$ cat src/hdl/gexp_pkg.sv
// Shared types, constants and helper functions for the grid exploration block.
// No dependencies; used by gexp_ctrl, gexp_dp and grid_explore_no_backtrack.
package gexp_pkg;

    localparam int GEXP_GRID_SIDE = 64;

    // Field widths
    localparam int POS_W   = 6;
    localparam int HEAD_W  = 2;
    localparam int RAND_W  = 16;
    localparam int MOVE_W  = 2;
    localparam int COUNT_W = 13;
    localparam int DIM_W   = 7;
    localparam int COORD_W = 8;  // signed neighbour coordinate, -1 .. 64

    // Configuration register indexes
    localparam logic [1:0] CFG_COLUMNS = 2'd0;
    localparam logic [1:0] CFG_ROWS    = 2'd1;
    localparam logic [1:0] CFG_TOTAL   = 2'd2;

    localparam logic [DIM_W-1:0]   COLUMNS_RESET = 7'd64;
    localparam logic [DIM_W-1:0]   ROWS_RESET    = 7'd64;
    localparam logic [COUNT_W-1:0] TOTAL_RESET   = 13'd0;

    // Bitmap entry layout
    localparam int MAP_W     = 2;
    localparam int MAP_OBST  = 0;
    localparam int MAP_VISIT = 1;

    // Headings
    localparam logic [HEAD_W-1:0] HEAD_UP    = 2'd0;
    localparam logic [HEAD_W-1:0] HEAD_LEFT  = 2'd1;
    localparam logic [HEAD_W-1:0] HEAD_DOWN  = 2'd2;
    localparam logic [HEAD_W-1:0] HEAD_RIGHT = 2'd3;

    // Move codes
    localparam logic [MOVE_W-1:0] MOVE_TURN_LEFT  = 2'd0;
    localparam logic [MOVE_W-1:0] MOVE_AHEAD      = 2'd1;
    localparam logic [MOVE_W-1:0] MOVE_TURN_RIGHT = 2'd2;

    typedef enum logic [1:0] {
        CELL_LEFT  = 2'd0,
        CELL_FRONT = 2'd1,
        CELL_RIGHT = 2'd2,
        CELL_HERE  = 2'd3
    } cell_t;

    typedef enum logic [2:0] {
        ST_CLEAR,
        ST_IDLE,
        ST_RUN,
        ST_LAST,
        ST_OUT
    } state_t;

    typedef struct packed {
        logic  clear;     // clearing sweep, one entry per cycle
        logic  capture;   // register the input beat
        logic  issue;     // read the selected cell
        cell_t target;
        logic  update;    // read data back: write back and count
        logic  load_out;  // load result register
    } cmd_t;

    typedef struct packed {
        logic clear_last;
        logic out_full;
    } status_t;

    function automatic logic signed [1:0] step_dx(input logic [HEAD_W-1:0] h);
        logic signed [1:0] d;
        case (h)
            HEAD_LEFT:  d = -2'sd1;
            HEAD_RIGHT: d = 2'sd1;
            default:    d = 2'sd0;
        endcase
        return d;
    endfunction

    function automatic logic signed [1:0] step_dy(input logic [HEAD_W-1:0] h);
        logic signed [1:0] d;
        case (h)
            HEAD_UP:   d = 2'sd1;
            HEAD_DOWN: d = -2'sd1;
            default:   d = 2'sd0;
        endcase
        return d;
    endfunction

    // 16 = 4 = 1 (mod 3): fold digits, then two small corrections
    function automatic logic [1:0] mod3_16(input logic [RAND_W-1:0] v);
        logic [5:0] s;
        logic [3:0] t;
        s = 6'(v[3:0]) + 6'(v[7:4]) + 6'(v[11:8]) + 6'(v[15:12]);
        t = 4'(s[5:4]) + 4'(s[3:2]) + 4'(s[1:0]);
        if (t >= 4'd6) t = t - 4'd6;
        if (t >= 4'd3) t = t - 4'd3;
        return t[1:0];
    endfunction

    // Choice table: left, right, forward
    function automatic logic [MOVE_W-1:0] pick_move(input logic [1:0] idx);
        logic [MOVE_W-1:0] m;
        case (idx)
            2'd0:    m = MOVE_TURN_LEFT;
            2'd1:    m = MOVE_TURN_RIGHT;
            2'd2:    m = MOVE_AHEAD;
            default: m = MOVE_TURN_LEFT;
        endcase
        return m;
    endfunction

endpackage

$ cat src/hdl/gexp_ctrl.sv
// Controller for the grid exploration block: clearing sweep and per-step sequence.
// Depends on gexp_pkg.
module gexp_ctrl (
    input  logic              aclk,
    input  logic              aresetn,
    input  logic              s_valid,
    output logic              s_ready,
    input  gexp_pkg::status_t status,
    output gexp_pkg::cmd_t    cmd
);

    gexp_pkg::state_t state_reg, state_next;
    logic [1:0]       cell_reg, cell_next;

    always_ff @(posedge aclk) begin
        if (!aresetn) begin
            state_reg <= gexp_pkg::ST_CLEAR;
            cell_reg  <= gexp_pkg::CELL_LEFT;
        end else begin
            state_reg <= state_next;
            cell_reg  <= cell_next;
        end
    end

    always_comb begin
        state_next = state_reg;
        cell_next  = cell_reg;
        s_ready    = 1'b0;
        cmd        = '0;
        cmd.target = gexp_pkg::cell_t'(cell_reg);
        unique case (state_reg)
            gexp_pkg::ST_CLEAR: begin
                cmd.clear = 1'b1;
                if (status.clear_last) begin
                    state_next = gexp_pkg::ST_IDLE;
                end
            end
            gexp_pkg::ST_IDLE: begin
                s_ready = 1'b1;
                if (s_valid) begin
                    cmd.capture = 1'b1;
                    cell_next   = gexp_pkg::CELL_LEFT;
                    state_next  = gexp_pkg::ST_RUN;
                end
            end
            gexp_pkg::ST_RUN: begin
                cmd.issue  = 1'b1;
                cmd.update = (cell_reg != gexp_pkg::CELL_LEFT);
                cell_next  = cell_reg + 2'd1;
                if (cell_reg == gexp_pkg::CELL_HERE) begin
                    state_next = gexp_pkg::ST_LAST;
                end
            end
            gexp_pkg::ST_LAST: begin
                cmd.update = 1'b1;
                if (!status.out_full) begin
                    cmd.load_out = 1'b1;
                    state_next   = gexp_pkg::ST_IDLE;
                end else begin
                    state_next = gexp_pkg::ST_OUT;
                end
            end
            gexp_pkg::ST_OUT: begin
                if (!status.out_full) begin
                    cmd.load_out = 1'b1;
                    state_next   = gexp_pkg::ST_IDLE;
                end
            end
            default: begin
                state_next = gexp_pkg::ST_CLEAR;
            end
        endcase
    end

endmodule

$ cat config.mk
export PLATFORM = sky130hd
export DESIGN_NAME = gexp_ctrl
export DESIGN_NICKNAME = d
export VERILOG_FILES = /design/src/hdl/gexp_pkg.sv /design/src/hdl/gexp_ctrl.sv
export SDC_FILE = /design/constraint.sdc
export NUM_CORES = 1
export LEC_CHECK = 0
export BUFFER_PORTS_ARGS = -buffer_cell sky130_fd_sc_hd__buf_2
export CORE_AREA = 2 2 39 41
export CTS_CLUSTER_DIAMETER = 80
export DETAILED_ROUTE_END_ITERATION = 8
export DIE_AREA = 0 0 41 43
export GPL_ROUTABILITY_DRIVEN = 0
export GPL_TIMING_DRIVEN = 0
export PLACE_DENSITY = 0.56
export SLEW_MARGIN = 20
export SYNTH_ARGS = -nofsm -noshare
export SYNTH_HDL_FRONTEND = slang
export SYNTH_SLANG_ARGS = --single-unit
$ cat constraint.sdc
create_clock -name aclk -period 4.48 [get_ports aclk]
set_clock_uncertainty 0.2 [all_clocks]
set_input_delay 0.896 -clock aclk [delete_from_list [all_inputs] [get_ports aclk]]
set_output_delay 0.896 -clock aclk [all_outputs]
set_load 0.05 [all_outputs]
==> results.sh <==
export IMPL_status="completed"
export IMPL_cp_data_arrival_time_ns=1.51
export IMPL_diodes=0
export IMPL_syn_inst=41
export IMPL_hold_viol=0
export IMPL_vias=323
export IMPL_drv_cap=0
export IMPL_worst_pin_slew_ns=0.247
export IMPL_cts_reportedPaths_clkPinSlew_ns=0.04
export IMPL_hp_class="register to register"
export IMPL_leakage_nw=0.220
export IMPL_largest_reg_flops=3
export IMPL_avgRoutedWirePerCell_um=9.41
export IMPL_power_total_uw=188
export IMPL_dp_hpwl_um=505
export IMPL_clockRootBuffer="clkbuf_4"
export IMPL_fin_crit_ns=2.60
export IMPL_dr_pass1_iters=2
export IMPL_ys_ff_latch=5
export IMPL_period_share_pct=58.1
export IMPL_route_detailed_drc=0
export IMPL_post_cts_buffers=0
export IMPL_routed_wl_um=687
export IMPL_yosysSeqAreaShare_pct=30.8
export IMPL_syn_nets=48
export IMPL_setup_viol_count_final=0
export IMPL_std_cell_rows=14
export IMPL_clkSinkCount=5
export IMPL_io_pins=13
export IMPL_cts_hold_buf=0
export IMPL_fillers=160
export IMPL_final_nets=65
export IMPL_tns_ns=0
export IMPL_slew_viol_final=0
export IMPL_critPathMaxFanout=8
export IMPL_cts_buffers=3
export IMPL_cts_tree="done"
export IMPL_required_ns=3.38
export IMPL_chipHeight_um=43
export IMPL_via_per_inst=4.42
export IMPL_synthToLayoutAreaGrowth_pct=32.7
export IMPL_cts_max_path_buffers=2
export IMPL_clk_latency_ns=0.24
export IMPL_drt_iter0_drc=4
export IMPL_ant_nets=0
export IMPL_grt_pass1_vias=270
export IMPL_crit_path_end_kind="output pin"
export IMPL_rsz0062_at_grt="no"
export IMPL_grt_use_total_pct=8.24
export IMPL_grt_first_pass_wirelength_um=966
export IMPL_core_area_sq_um=1380
export IMPL_yosysWarningCount=0
export IMPL_die_w_um=41
export IMPL_syn_area_sq_um=325
export IMPL_grt_ovfl_total=0
export IMPL_io_buffers=12
export IMPL_power_density_nw_per_um2=436
export IMPL_grt_max_degree=10
export IMPL_relSlewSlack_pct=83.5
export IMPL_syn_avg_cell_area_sq_um=7.93
export IMPL_worst_setup_path_type="register to output pin"
export IMPL_synth_cell_type_count=20
export IMPL_start_kind="register"
export IMPL_post_cts_resized=0
export IMPL_drive_gt1_share_pct=33.3
export IMPL_vdd_drop_max_mv=0.152
export IMPL_antenna_found_initial=0
export IMPL_start_util_pct=23.5
export IMPL_max_freq_mhz=384
export IMPL_dieArea_sq_um=1760
export IMPL_cts_max_level=1
layout by cell type, fill, tap and decap left out:
master,n
a41o_1,1
dfxtp_1,5
and3_1,2
inv_1,6
nor2_1,5
a21boi_0,1
or3b_4,1
clkbuf_4,3
nand2_1,3
a211oi_1,1
and4bb_2,1
a21oi_1,2
o2bb2ai_2,1
nor2b_1,3
a31oi_1,1
mux2i_1,1
buf_2,13
or3_1,1
clkbuf_1,1
o21ai_0,1
ha_1,2
nor3_1,2
kinds of logic after synthesis:
group	count (synthesis)	share of synthesized area (%)
adders and majority gates	2	7.69
DFF	5	30.8
muxes	1	3.08
and+or+nand+nor	18	31.2
AOI/OAI and AO/OA	8	18.8
buffers and inverters	7	8.46
stage by stage:
| stage | std cells | utilization, % | cell area, sq um | hold slack, ns | setup slack (ns) |
|---|---|---|---|---|---|
| 3_3_place_gp | 69 | 29.3 | 405 | 0.378 | 1.89 |
| 4_1_cts | 73 | 31.2 | 432 | 0.389 | 1.87 |
| 5_1_grt | 73 | 31.2 | 432 | 0.421 | 1.82 |
| 3_5_place_dp | 69 | 29.3 | 405 | 0.381 | 1.90 |
| 2_1_floorplan | 41 | - | 325 | 0.368 | 1.21 |
| 6_report | 73 | 31.2 | 432 | 0.378 | 1.88 |
cells in the mapped netlist, drive strengths merged:
library cell,count,area [sq um]
a211oi,1,7.51
buf,1,5.00
ha,2,25.0
and3,2,12.5
nor2,5,18.8
o2bb2ai,1,15.0
a31oi,1,6.26
or3b,1,11.3
nor2b,3,18.8
or3,1,6.26
a21oi,2,10.0
nor3,2,10.0
o21ai,1,5.00
dfxtp,5,100
a41o,1,10.0
nand2,3,11.3
mux2i,1,10.0
inv,6,22.5
and4bb,1,12.5
a21boi,1,7.51
worst paths after layout:
kind | start | end | slack (ns) | cells past startpoint
max | state_reg[1] | cmd[4] | 1.88 | 3
min reg2reg | cell_reg[0] | cell_reg[0] | 0.38 | 2
max reg2reg | state_reg[1] | state_reg[0] | 2.84 | 4
min | cell_reg[0] | cell_reg[0] | 0.38 | 2
worst max-delay path: stages, from the launching register on:
cell	delay [ns]
dfxtp_1	0.45
or3b_4	0.43
inv_1	0.11
buf_2	0.27
where the power goes:
| part | internal (mW) | total, mW | switching [mW] |
|---|---|---|---|
| Clock | 0.0336 | 0.0518 | 0.0181 |
| Sequential | 0.0496 | 0.0571 | 0.00749 |
| Combinational | 0.0239 | 0.0794 | 0.0555 |
layer usage:
layer  global-route usage [%]  vias up  wire length (um)  share of wire (%)
met2                     12.5        9               301                 44
met4                     2.00        0                 0                  0
met1                     8.71      140               334                 49
li1                         -      174                 -                  -
met5                        0        -                 0                  0
met3                     6.28        0                51                7.4
layout make-up:
class | instances | area (sq um) | share of cell area (%)
Multi-Input combinational cell | 29 | 198 | 45.8
Sequential cell | 5 | 100 | 23.2
Timing Repair Buffer | 12 | 60.1 | 13.9
Clock buffer | 4 | 26.3 | 6.09
Inverter | 6 | 22.5 | 5.22
Tap cell | 16 | 20.0 | 4.64
Buffer | 1 | 5.00 | 1.16
(Power assumes the default switching activity.)
